--- config.mk ---
export PLATFORM = sky130hd
export DESIGN_NAME = keypad_text_entry_flat
export DESIGN_NICKNAME = d
export VERILOG_FILES = /design/src/rtl/kte_pkg.sv /design/src/rtl/kte_sample_if.sv /design/src/rtl/kte_result_if.sv /design/src/rtl/kte_debounce.sv /design/src/rtl/kte_decoder.sv /design/src/rtl/keypad_text_entry.sv /design/src/flat_wrapper.sv
export SDC_FILE = /design/constraint.sdc
export NUM_CORES = 1
export LEC_CHECK = 0
export ABC_AREA = 0
export BUFFER_PORTS_ARGS = -buffer_cell sky130_fd_sc_hd__buf_2
export CORE_UTILIZATION = 62
export DETAILED_ROUTE_END_ITERATION = 7
export GPL_ROUTABILITY_DRIVEN = 0
export PLACE_DENSITY_LB_ADDON = 0.3
export SLEW_MARGIN = 20
export SYNTH_ARGS = -nofsm -noshare
export SYNTH_HDL_FRONTEND = slang
export SYNTH_SLANG_ARGS = --single-unit
--- constraint.sdc ---
create_clock -name clk -period 6.7 [get_ports clk]
set_input_delay 0.335 -clock clk [delete_from_list [all_inputs] [get_ports clk]]
set_output_delay 0.335 -clock clk [all_outputs]
set_load 0.02 [all_outputs]
--- src/rtl/kte_pkg.sv ---
package kte_pkg;

  localparam int TIME_BITS_DEFAULT = 32;
  localparam int NOW_BITS          = 32;
  localparam int KEYS              = 16;
  localparam int KEY_W             = 5;
  localparam int DEBOUNCE_W        = 16;
  localparam int CODE_W            = 8;
  localparam int COLUMN_W          = 4;
  localparam int COLUMNS           = 10;
  localparam int APB_ADDR_W        = 3;
  localparam int APB_DATA_W        = 32;
  localparam logic [15:0] DEBOUNCE_RESET = 16'd20;

  // register index, taken from paddr[2]
  localparam logic REG_DEBOUNCE = 1'b0;

  localparam logic [CODE_W-1:0] CODE_NONE        = 8'd0;
  localparam logic [CODE_W-1:0] CODE_LOCK_FN     = 8'd5;
  localparam logic [CODE_W-1:0] CODE_BACKSPACE   = 8'd8;
  localparam logic [CODE_W-1:0] CODE_LOCK_TOGGLE = 8'd19;
  localparam logic [CODE_W-1:0] CODE_STATE       = 8'd20;

  localparam logic [KEY_W-1:0] KEY_ZERO  = 5'd14;
  localparam logic [KEY_W-1:0] KEY_SHIFT = 5'd13;
  localparam logic [KEY_W-1:0] KEY_BACK  = 5'd15;

  typedef logic [CODE_W-1:0] char_t;

  typedef enum logic [2:0] {
    KC_NONE,
    KC_DIGIT,
    KC_PICK,
    KC_SHIFT,
    KC_BACK
  } key_class_t;

  typedef struct packed {
    logic             fire;
    logic [KEY_W-1:0] key;
  } press_t;

  typedef struct packed {
    logic [CODE_W-1:0] code;
    logic [KEY_W-1:0]  lock_key;
    logic              shift_flag;
    logic              lock_flag;
    logic              waiting_flag;
  } result_t;

  // [pick group][shift][column]
  localparam char_t PICK_TABLE [4][2][COLUMNS] = '{
    '{ '{"0", "1", "2", "3", "4", "5", "6", "7", "8", "9"},
       '{".", "!", 8'd63, 8'd39, "-", "*", "/", "+", "&", " "} },
    '{ '{" ", "a", "d", "g", "j", "m", "p", "s", "v", "y"},
       '{",", "A", "D", "G", "J", "M", "P", "S", "V", "Y"} },
    '{ '{"^", "b", "e", "h", "k", "n", "q", "t", "w", "z"},
       '{":", "B", "E", "H", "K", "N", "Q", "T", "W", "Z"} },
    '{ '{"=", "c", "f", "i", "l", "o", "r", "u", "x", "("},
       '{"_", "C", "F", "I", "L", "O", "R", "U", "X", ")"} }
  };

  // highest pressed key wins, bit b is key b+1
  function automatic logic [KEY_W-1:0] top_key(input logic [KEYS-1:0] bits);
    logic [KEY_W-1:0] k;
    k = '0;
    for (int b = 0; b < KEYS; b++) begin
      if (bits[b]) k = KEY_W'(b + 1);
    end
    return k;
  endfunction

  function automatic key_class_t key_class(input logic [KEY_W-1:0] k);
    key_class_t c;
    case (k)
      5'd1, 5'd2, 5'd3, 5'd5, 5'd6, 5'd7, 5'd9, 5'd10, 5'd11, 5'd14: c = KC_DIGIT;
      5'd4, 5'd8, 5'd12, 5'd16: c = KC_PICK;
      KEY_SHIFT: c = KC_SHIFT;
      KEY_BACK:  c = KC_BACK;
      default:   c = KC_NONE;
    endcase
    return c;
  endfunction

  function automatic logic [COLUMN_W-1:0] digit_column(input logic [KEY_W-1:0] k);
    logic [COLUMN_W-1:0] col;
    case (k)
      5'd1:    col = 4'd1;
      5'd2:    col = 4'd2;
      5'd3:    col = 4'd3;
      5'd5:    col = 4'd4;
      5'd6:    col = 4'd5;
      5'd7:    col = 4'd6;
      5'd9:    col = 4'd7;
      5'd10:   col = 4'd8;
      5'd11:   col = 4'd9;
      default: col = 4'd0;
    endcase
    return col;
  endfunction

endpackage

--- src/rtl/kte_sample_if.sv ---
interface kte_sample_if;
  logic                        valid;
  logic                        ready;
  logic                        kind;
  logic [kte_pkg::KEYS-1:0]     pressed_keys;
  logic [kte_pkg::NOW_BITS-1:0] now_ms;
  logic                        lock_value;

  modport source (output valid, kind, pressed_keys, now_ms, lock_value, input ready);
  modport sink (input valid, kind, pressed_keys, now_ms, lock_value, output ready);
endinterface

--- src/rtl/kte_result_if.sv ---
interface kte_result_if;
  logic                      valid;
  logic                      ready;
  logic [kte_pkg::CODE_W-1:0] code;
  logic [kte_pkg::KEY_W-1:0]  lock_key;
  logic                      shift_flag;
  logic                      lock_flag;
  logic                      waiting_flag;

  modport source (output valid, code, lock_key, shift_flag, lock_flag, waiting_flag,
                  input ready);
  modport sink (input valid, code, lock_key, shift_flag, lock_flag, waiting_flag,
                output ready);
endinterface

--- src/rtl/kte_debounce.sv ---
module kte_debounce #(
  parameter int TIME_BITS = kte_pkg::TIME_BITS_DEFAULT
) (
  input  logic                          clk,
  input  logic                          rst,
  input  logic                          step,
  input  logic [kte_pkg::KEYS-1:0]       pressed_keys,
  input  logic [kte_pkg::NOW_BITS-1:0]   now_ms,
  input  logic [kte_pkg::DEBOUNCE_W-1:0] debounce_ms,
  output kte_pkg::press_t                press
);
  import kte_pkg::*;

  logic [KEY_W-1:0]     held_key;
  logic [TIME_BITS-1:0] change_time;
  logic                 press_latched;

  logic [KEY_W-1:0]     key;
  logic [TIME_BITS-1:0] now_t;
  logic [TIME_BITS-1:0] elapsed;
  logic                 changed;
  logic                 expired;

  generate
    if (TIME_BITS <= NOW_BITS) begin : g_trunc
      assign now_t = now_ms[TIME_BITS-1:0];
    end else begin : g_ext
      assign now_t = {{(TIME_BITS-NOW_BITS){1'b0}}, now_ms};
    end
  endgenerate

  assign key     = top_key(pressed_keys);
  assign changed = key != held_key;
  assign elapsed = now_t - change_time;
  // a fresh change restarts the timer, so it cannot expire in the same beat
  assign expired = !changed && (elapsed > TIME_BITS'(debounce_ms));

  assign press.fire = expired && (key != '0) && !press_latched;
  assign press.key  = key;

  always_ff @(posedge clk) begin
    if (rst) begin
      held_key      <= '0;
      change_time   <= '0;
      press_latched <= 1'b0;
    end else if (step) begin
      if (changed) begin
        held_key    <= key;
        change_time <= now_t;
      end
      if (expired) begin
        press_latched <= key != '0;
      end
    end
  end

endmodule

--- src/rtl/kte_decoder.sv ---
module kte_decoder (
  input  logic             clk,
  input  logic             rst,
  input  logic             step,
  input  logic             set_lock,
  input  logic             lock_value,
  input  kte_pkg::press_t  press,
  output kte_pkg::result_t result
);
  import kte_pkg::*;

  logic                shift_on, shift_on_next;
  logic                lock_on, lock_on_next;
  logic                awaiting_pick, awaiting_pick_next;
  logic [COLUMN_W-1:0] pending_column, pending_column_next;
  logic [KEY_W-1:0]    function_key, function_key_next;
  logic [CODE_W-1:0]   code;
  logic [1:0]          group;
  logic [KEY_W-1:0]    key_less;
  logic [COLUMN_W-1:0] col_idx;

  assign key_less = press.key - KEY_W'(1);
  assign group    = key_less[3:2];
  assign col_idx  = (pending_column < COLUMN_W'(COLUMNS)) ? pending_column : '0;

  always_comb begin
    shift_on_next       = shift_on;
    lock_on_next        = lock_on;
    awaiting_pick_next  = awaiting_pick;
    pending_column_next = pending_column;
    function_key_next   = function_key;
    code                = CODE_NONE;
    if (set_lock) begin
      lock_on_next = lock_value;
    end else if (press.fire) begin
      case (key_class(press.key))
        KC_DIGIT: begin
          if (awaiting_pick) begin
            awaiting_pick_next = 1'b0;
            code               = CODE_STATE;
          end else if (lock_on) begin
            function_key_next = press.key;
            code              = CODE_LOCK_FN;
          end else begin
            awaiting_pick_next  = 1'b1;
            pending_column_next = digit_column(press.key);
            code                = CODE_STATE;
          end
        end
        KC_PICK: begin
          if (awaiting_pick) begin
            code               = PICK_TABLE[group][shift_on][col_idx];
            shift_on_next      = 1'b0;
            awaiting_pick_next = 1'b0;
          end else if (lock_on) begin
            function_key_next = press.key;
            code              = CODE_LOCK_FN;
          end else begin
            code = CODE_STATE;
          end
        end
        KC_SHIFT: begin
          if (awaiting_pick) awaiting_pick_next = 1'b0;
          else shift_on_next = !shift_on;
          code = CODE_STATE;
        end
        KC_BACK: begin
          if (awaiting_pick) begin
            awaiting_pick_next = 1'b0;
            code               = CODE_STATE;
          end else if (shift_on) begin
            lock_on_next = !lock_on;
            code         = CODE_LOCK_TOGGLE;
          end else begin
            code = CODE_BACKSPACE;
          end
        end
        default: code = CODE_NONE;
      endcase
    end
  end

  assign result.code         = code;
  assign result.lock_key     = function_key_next;
  assign result.shift_flag   = shift_on_next;
  assign result.lock_flag    = lock_on_next;
  assign result.waiting_flag = awaiting_pick_next;

  always_ff @(posedge clk) begin
    if (rst) begin
      shift_on       <= 1'b0;
      lock_on        <= 1'b0;
      awaiting_pick  <= 1'b0;
      pending_column <= '0;
      function_key   <= '0;
    end else if (step) begin
      shift_on       <= shift_on_next;
      lock_on        <= lock_on_next;
      awaiting_pick  <= awaiting_pick_next;
      pending_column <= pending_column_next;
      function_key   <= function_key_next;
    end
  end

endmodule

--- src/rtl/keypad_text_entry.sv ---
// Keypad text entry.
// samples: one beat per scan sample (kind 0: key bitmap and millisecond time)
// or per lock write (kind 1: lock flag from lock_value). results: exactly one
// beat per sample beat, in order, carrying the decoded code (0 when nothing
// new was pressed) and the shift, lock and pick-pending flags after the item.
// An accepted sample passes through the input register, then through the
// debounce and decode logic into the result register. Throughput is one item
// per cycle while the receiver does not stall. When the receiver stalls, the
// result register holds its beat and the input register can take one more
// sample before samples.ready drops; nothing is dropped. Synchronous reset
// clears the debounce and text-entry state, both stage valids, and loads
// debounce_ms with 20. The APB port holds debounce_ms at byte address 0; the
// user must write it only while the block is idle, which the block itself
// does not enforce. pready is always high.
module keypad_text_entry #(
  parameter int TIME_BITS = kte_pkg::TIME_BITS_DEFAULT
) (
  input  logic                            clk,
  input  logic                            rst,
  kte_sample_if.sink                      samples,
  kte_result_if.source                    results,
  input  logic                            psel,
  input  logic                            penable,
  input  logic                            pwrite,
  input  logic [kte_pkg::APB_ADDR_W-1:0]  paddr,
  input  logic [kte_pkg::APB_DATA_W-1:0]  pwdata,
  output logic [kte_pkg::APB_DATA_W-1:0]  prdata,
  output logic                            pready
);
  import kte_pkg::*;

  logic [DEBOUNCE_W-1:0] debounce_ms;

  logic                s1_valid;
  logic                s1_kind;
  logic [KEYS-1:0]     s1_keys;
  logic [NOW_BITS-1:0] s1_now;
  logic                s1_lock_value;

  logic    out_valid;
  result_t out_data;

  logic    out_free;
  logic    step;
  press_t  press;
  result_t result;

  // apb register
  assign pready = 1'b1;
  assign prdata = (paddr[2] == REG_DEBOUNCE) ? APB_DATA_W'(debounce_ms) : '0;

  always_ff @(posedge clk) begin
    if (rst) begin
      debounce_ms <= DEBOUNCE_RESET;
    end else if (psel && penable && pwrite && paddr[2] == REG_DEBOUNCE) begin
      debounce_ms <= pwdata[DEBOUNCE_W-1:0];
    end
  end

  assign out_free      = !out_valid || results.ready;
  assign step          = s1_valid && out_free;
  assign samples.ready = !s1_valid || out_free;

  always_ff @(posedge clk) begin
    if (rst) begin
      s1_valid <= 1'b0;
    end else if (samples.ready) begin
      s1_valid <= samples.valid;
    end
  end

  always_ff @(posedge clk) begin
    if (samples.valid && samples.ready) begin
      s1_kind       <= samples.kind;
      s1_keys       <= samples.pressed_keys;
      s1_now        <= samples.now_ms;
      s1_lock_value <= samples.lock_value;
    end
  end

  kte_debounce #(
    .TIME_BITS(TIME_BITS)
  ) u_debounce (
    .clk          (clk),
    .rst          (rst),
    .step         (step && !s1_kind),
    .pressed_keys (s1_keys),
    .now_ms       (s1_now),
    .debounce_ms  (debounce_ms),
    .press        (press)
  );

  kte_decoder u_decoder (
    .clk        (clk),
    .rst        (rst),
    .step       (step),
    .set_lock   (s1_kind),
    .lock_value (s1_lock_value),
    .press      (press),
    .result     (result)
  );

  always_ff @(posedge clk) begin
    if (rst) begin
      out_valid <= 1'b0;
    end else if (out_free) begin
      out_valid <= s1_valid;
    end
  end

  always_ff @(posedge clk) begin
    if (step) begin
      out_data <= result;
    end
  end

  assign results.valid        = out_valid;
  assign results.code         = out_data.code;
  assign results.lock_key     = out_data.lock_key;
  assign results.shift_flag   = out_data.shift_flag;
  assign results.lock_flag    = out_data.lock_flag;
  assign results.waiting_flag = out_data.waiting_flag;

endmodule

--- src/flat_wrapper.sv ---
// flat-port wrapper written by rule: the top's interface ports become plain ports
module keypad_text_entry_flat import kte_pkg::*;
#(
  parameter int TIME_BITS = kte_pkg::TIME_BITS_DEFAULT
)
  (clk, rst, psel, penable, pwrite, paddr, pwdata, prdata, pready, samples_valid, samples_kind, samples_pressed_keys, samples_now_ms, samples_lock_value, samples_ready, results_valid, results_code, results_lock_key, results_shift_flag, results_lock_flag, results_waiting_flag, results_ready);
  kte_sample_if samples_i ();
  kte_result_if results_i ();
  input  logic clk;
  input  logic rst;
  input  logic psel;
  input  logic penable;
  input  logic pwrite;
  input  logic [kte_pkg::APB_ADDR_W-1:0] paddr;
  input  logic [kte_pkg::APB_DATA_W-1:0] pwdata;
  output logic [kte_pkg::APB_DATA_W-1:0] prdata;
  output logic pready;
  input wire logic [$bits(samples_i.valid)-1:0] samples_valid;
  input wire logic [$bits(samples_i.kind)-1:0] samples_kind;
  input wire logic [$bits(samples_i.pressed_keys)-1:0] samples_pressed_keys;
  input wire logic [$bits(samples_i.now_ms)-1:0] samples_now_ms;
  input wire logic [$bits(samples_i.lock_value)-1:0] samples_lock_value;
  output wire logic [$bits(samples_i.ready)-1:0] samples_ready;
  output wire logic [$bits(results_i.valid)-1:0] results_valid;
  output wire logic [$bits(results_i.code)-1:0] results_code;
  output wire logic [$bits(results_i.lock_key)-1:0] results_lock_key;
  output wire logic [$bits(results_i.shift_flag)-1:0] results_shift_flag;
  output wire logic [$bits(results_i.lock_flag)-1:0] results_lock_flag;
  output wire logic [$bits(results_i.waiting_flag)-1:0] results_waiting_flag;
  input wire logic [$bits(results_i.ready)-1:0] results_ready;
  assign samples_i.valid = samples_valid;
  assign samples_i.kind = samples_kind;
  assign samples_i.pressed_keys = samples_pressed_keys;
  assign samples_i.now_ms = samples_now_ms;
  assign samples_i.lock_value = samples_lock_value;
  assign samples_ready = samples_i.ready;
  assign results_valid = results_i.valid;
  assign results_code = results_i.code;
  assign results_lock_key = results_i.lock_key;
  assign results_shift_flag = results_i.shift_flag;
  assign results_lock_flag = results_i.lock_flag;
  assign results_waiting_flag = results_i.waiting_flag;
  assign results_i.ready = results_ready;
  keypad_text_entry #(.TIME_BITS(TIME_BITS)) u_core (.clk(clk), .rst(rst), .samples(samples_i), .results(results_i), .psel(psel), .penable(penable), .pwrite(pwrite), .paddr(paddr), .pwdata(pwdata), .prdata(prdata), .pready(pready));
endmodule
==> flow_summary.rst <==
.. list-table::
   :header-rows: 1

   * - Metric
     - Value
   * - Die Y-Extent
     - 120.6 um
   * - Synth Cell Area
     - 8723 um^2
   * - Cell variety after synth
     - 81
   * - Number of buffers on the longest clock path
     - 2
   * - Synthesis-stage register bit count
     - 133
   * - First-pass GRT wire length
     - 32770 um
   * - Count of routing violations after the opening detailed-route iteration
     - 638
   * - ANT nets after route
     - 0
   * - IR Drop Worst-Case VDD
     - 397.3 uV
   * - Via count normalized by instance count
     - 5.949
   * - Power density cells
     - 233.4 nW/um^2
   * - Path category of the worst min-delay check
     - input pin to flip-flop
   * - Die width
     - 120.6 um
   * - GRT Overall Usage
     - 0.2836
   * - Area of the die
     - 14550 um^2
   * - Setup TNS after final layout
     - 0 ns
   * - Number of buffer cells added on primary ports
     - 106
   * - Maximum net fanout on the critical path
     - 19
   * - Antenna Cells
     - 0
   * - Number of max-cap violations
     - 0
   * - Hold-fix buffers at CTS
     - 0
   * - Min-Delay Endpoint
     - u_core.s1_now[12]
   * - Minimum setup slack among reg-to-reg paths
     - 1.44 ns
   * - Max Clk Rate
     - 190.1 MHz
   * - Area added between synthesis and finish
     - 13.35%
   * - Startpoint of the worst hold path
     - samples_now_ms[12]
   * - Quantity of gates resized following cts
     - 0
   * - Sum of net half-perimeters after detailed placement
     - 14370 um
   * - Wire length per cell
     - 15.57 um
   * - Leading cell type in the layout, fill and taps excluded
     - nand2_1
   * - Post-synthesis sequential area ratio
     - 0.3798
   * - Element type at the critical path start
     - flip-flop
   * - Critical-path top delay cell
     - and4b_1
   * - Min Tclk post-route
     - 5.260 ns
   * - Core Rows
     - 42
   * - Hold Path Cell Cnt
     - 1
   * - Most frequently used flop master after synthesis
     - dfxtp_1
   * - Async SR Flop Fraction
     - 0
   * - Fin crit share
     - 0.7850
   * - Clock slew at reported path FFs
     - 0.06 ns
   * - Total via count in the routed design
     - 7692
   * - Setup repair after global routing missed its margin
     - false
   * - Residual overflow from global routing
     - 0
   * - Syn_area_per_cell
     - 8.552 um^2
   * - I/O pin total
     - 143
   * - Number of global-route vias before repair
     - 7001
   * - Pin count of the biggest net entering global routing
     - 77
   * - Max-slew headroom at the worst pin
     - 0.3975
   * - Wire length reported by the detailed router
     - 20130 um
   * - First-pass iteration count of the detailed router
     - 6
   * - Worst-skew pair later-pin latency
     - 0.42 ns
   * - Transition time at the pin with the least slew margin
     - 0.9008 ns
   * - Number of CTS-inserted buffers
     - 17
   * - FF-to-FF path depth
     - 21
   * - Static Leak
     - 3.812 nW
   * - Cells after Synth
     - 1020
   * - Total number of yosys warnings
     - 0
   * - Clock tree from TritonCTS
     - yes
   * - Leading cell types in the layout, fill and taps excluded
     - nand2_1 (157), a21oi_1 (124), buf_2 (106)
   * - Family with the most delay on the worst path
     - compound AO/OA/AOI/OAI gates
   * - Max-slew violation count
     - 0
   * - Buf/Inv on CP
     - 2
   * - Final-report hold violation count
     - 0
   * - Sequence of cells on the critical path
     - inv_1 -> ha_1 -> inv_1 -> fa_1 -> a211oi_2 -> o21ai_0 -> a31oi_1 -> o21bai_1 -> a21oi_1 -> xnor2_1 -> ha_1 -> nand2_1 -> nor3_1 -> a221oi_1 -> nand3_1 -> a211oi_1 -> o2111ai_1 -> nor4_4 -> nand4_4 -> and4b_1 -> mux2_4
   * - R2r startpoint
     - u_core.s1_now[0]
   * - Layout fillers
     - 1052
   * - Post-synth EDFFs
     - 65
   * - Data arrival time at the worst-slack endpoint
     - 5.43 ns
   * - CTS sink count
     - 133
   * - Antenna violations before repair
     - 0
   * - Peak per-stage delay on the critical path
     - 0.43 ns
   * - Total area of multi-input combinational cells
     - 4902 um^2
   * - Worst Clk Skew
     - 0.009301 ns
   * - Result of the run
     - completed
   * - Setup repair bufs after CTS
     - 0
   * - Critical path required time
     - 6.87 ns
   * - Type of the worst setup path
     - flip-flop to flip-flop
   * - Share of post-route cells with drive strength above 1
     - 0.1549
   * - DRC violations left
     - 0
   * - Capturing point of the worst reg2reg path
     - u_core.results.lock_key[1]
   * - Count of H-tree levels built during CTS
     - 4
   * - Area of all sequential standard cells
     - 3313 um^2
   * - Final hold slack
     - 0.08551 ns
   * - CTS root buf
     - clkbuf_16
   * - Effective utilization at floorplan
     - 0.6459
   * - Core footprint
     - 13510 um^2
   * - Number of nets in the final layout
     - 1261
   * - Category of the worst setup path capture point
     - flip-flop
   * - Endpoints failing setup
     - 0
==> metal layers <==
layer	track usage	part of all wire	vias to the layer above	routed length, um
li1	-	-	3783	-
met1	0.3799	0.45	3557	9050
met2	0.4587	0.46	313	9219
met3	0.05708	0.070	39	1417
met4	0.09336	0.022	0	444
met5	0	0	-	0
==> flip-flops by register name (all words and copies together) (netlist names), 4 cells and up <==
name and count:
u_core.u_debounce.change_time 32, u_core.u_decoder.function_key 5, u_core.s1_keys 16, u_core.results.lock_key 5, u_core.debounce_ms 16, u_core.s1_now 32, u_core.results.code 7, u_core.u_decoder.pending_column 4
u_core.u_debounce.held_key 5
==> power by group <==
| group | switching (mW) | total [mW] | leakage [nW] | internal, mW |
|---|---|---|---|---|
| Combinational | 0.258 | 0.417 | 2.33 | 0.159 |
| Clock | 0.356 | 0.980 | 0.296 | 0.624 |
| Sequential | 0.0228 | 0.911 | 1.18 | 0.888 |
==> metrics by stage <==
step	cell area, um^2	setup WS, ns	util	cells	total power, mW
3_5_place_dp	9259	1.546	0.6856	1261	1.333
5_1_grt	9888	1.028	0.7322	1293	2.404
6_report	9888	1.440	0.7322	1293	2.308
2_1_floorplan	8783	2.194	-	1036	1.237
4_1_cts	9888	1.495	0.7322	1293	2.309
3_3_place_gp	9258	1.604	0.6855	1261	1.325
==> cell usage after synthesis, drive strengths merged (14+ instances only) <==
master  number  share of area
nor2        77          0.033
o21ai       38          0.022
edfxtp      65           0.22
xor2        14          0.014
dfxtp       68           0.16
clkbuf      36          0.015
nand2      157          0.068
xnor2       20          0.020
nand2b      17          0.012
ha          64          0.092
inv         72          0.031
nand3       21          0.012
buf         24          0.020
a21oi      125          0.073
==> final cells by class <==
type,count,share of cell area
Clock buffer,17,0.04302
Clock inverter,15,0.02063
Inverter,72,0.02733
Multi-Input combinational cell,771,0.4958
Sequential cell,133,0.3351
Tap cell,176,0.02227
Timing Repair Buffer,109,0.05593
==> worst max-delay path by stage <==
stage | from | end | slack (ns) | cells past startpoint
final | u_core.s1_now[0] | u_core.results.lock_key[1] | 1.44 | 21
after CTS | u_core.s1_now[0] | u_core.results.lock_key[1] | 1.49 | 21
after floorplan | u_core.s1_now[0] | u_core.results.lock_key[1] | 2.19 | 22
after global placement | u_core.s1_now[0] | u_core.results.lock_key[2] | 1.60 | 21
after detailed placement | u_core.s1_now[0] | u_core.results.lock_key[2] | 1.55 | 21
after global routing | u_core.s1_now[0] | u_core.results.lock_key[1] | 1.03 | 22
==> cells by family (layout without fill, tap and decap cells) <==
family                     Yosys count  after routing  share of synthesized area
AOI/OAI and AO/OA                  281            281                     0.2063
xor gates and xnor gates            34             34                    0.03414
adders and majority gates           65             65                    0.09409
buffers and inverters              132            213                    0.06612
DFF                                133            133                     0.3798
muxes                               17             17                    0.02238
other                                2             18                  0.0008609
and+or+nand+nor                    356            356                     0.1964
No activity file was read; power rests on OpenSTA's default activity.
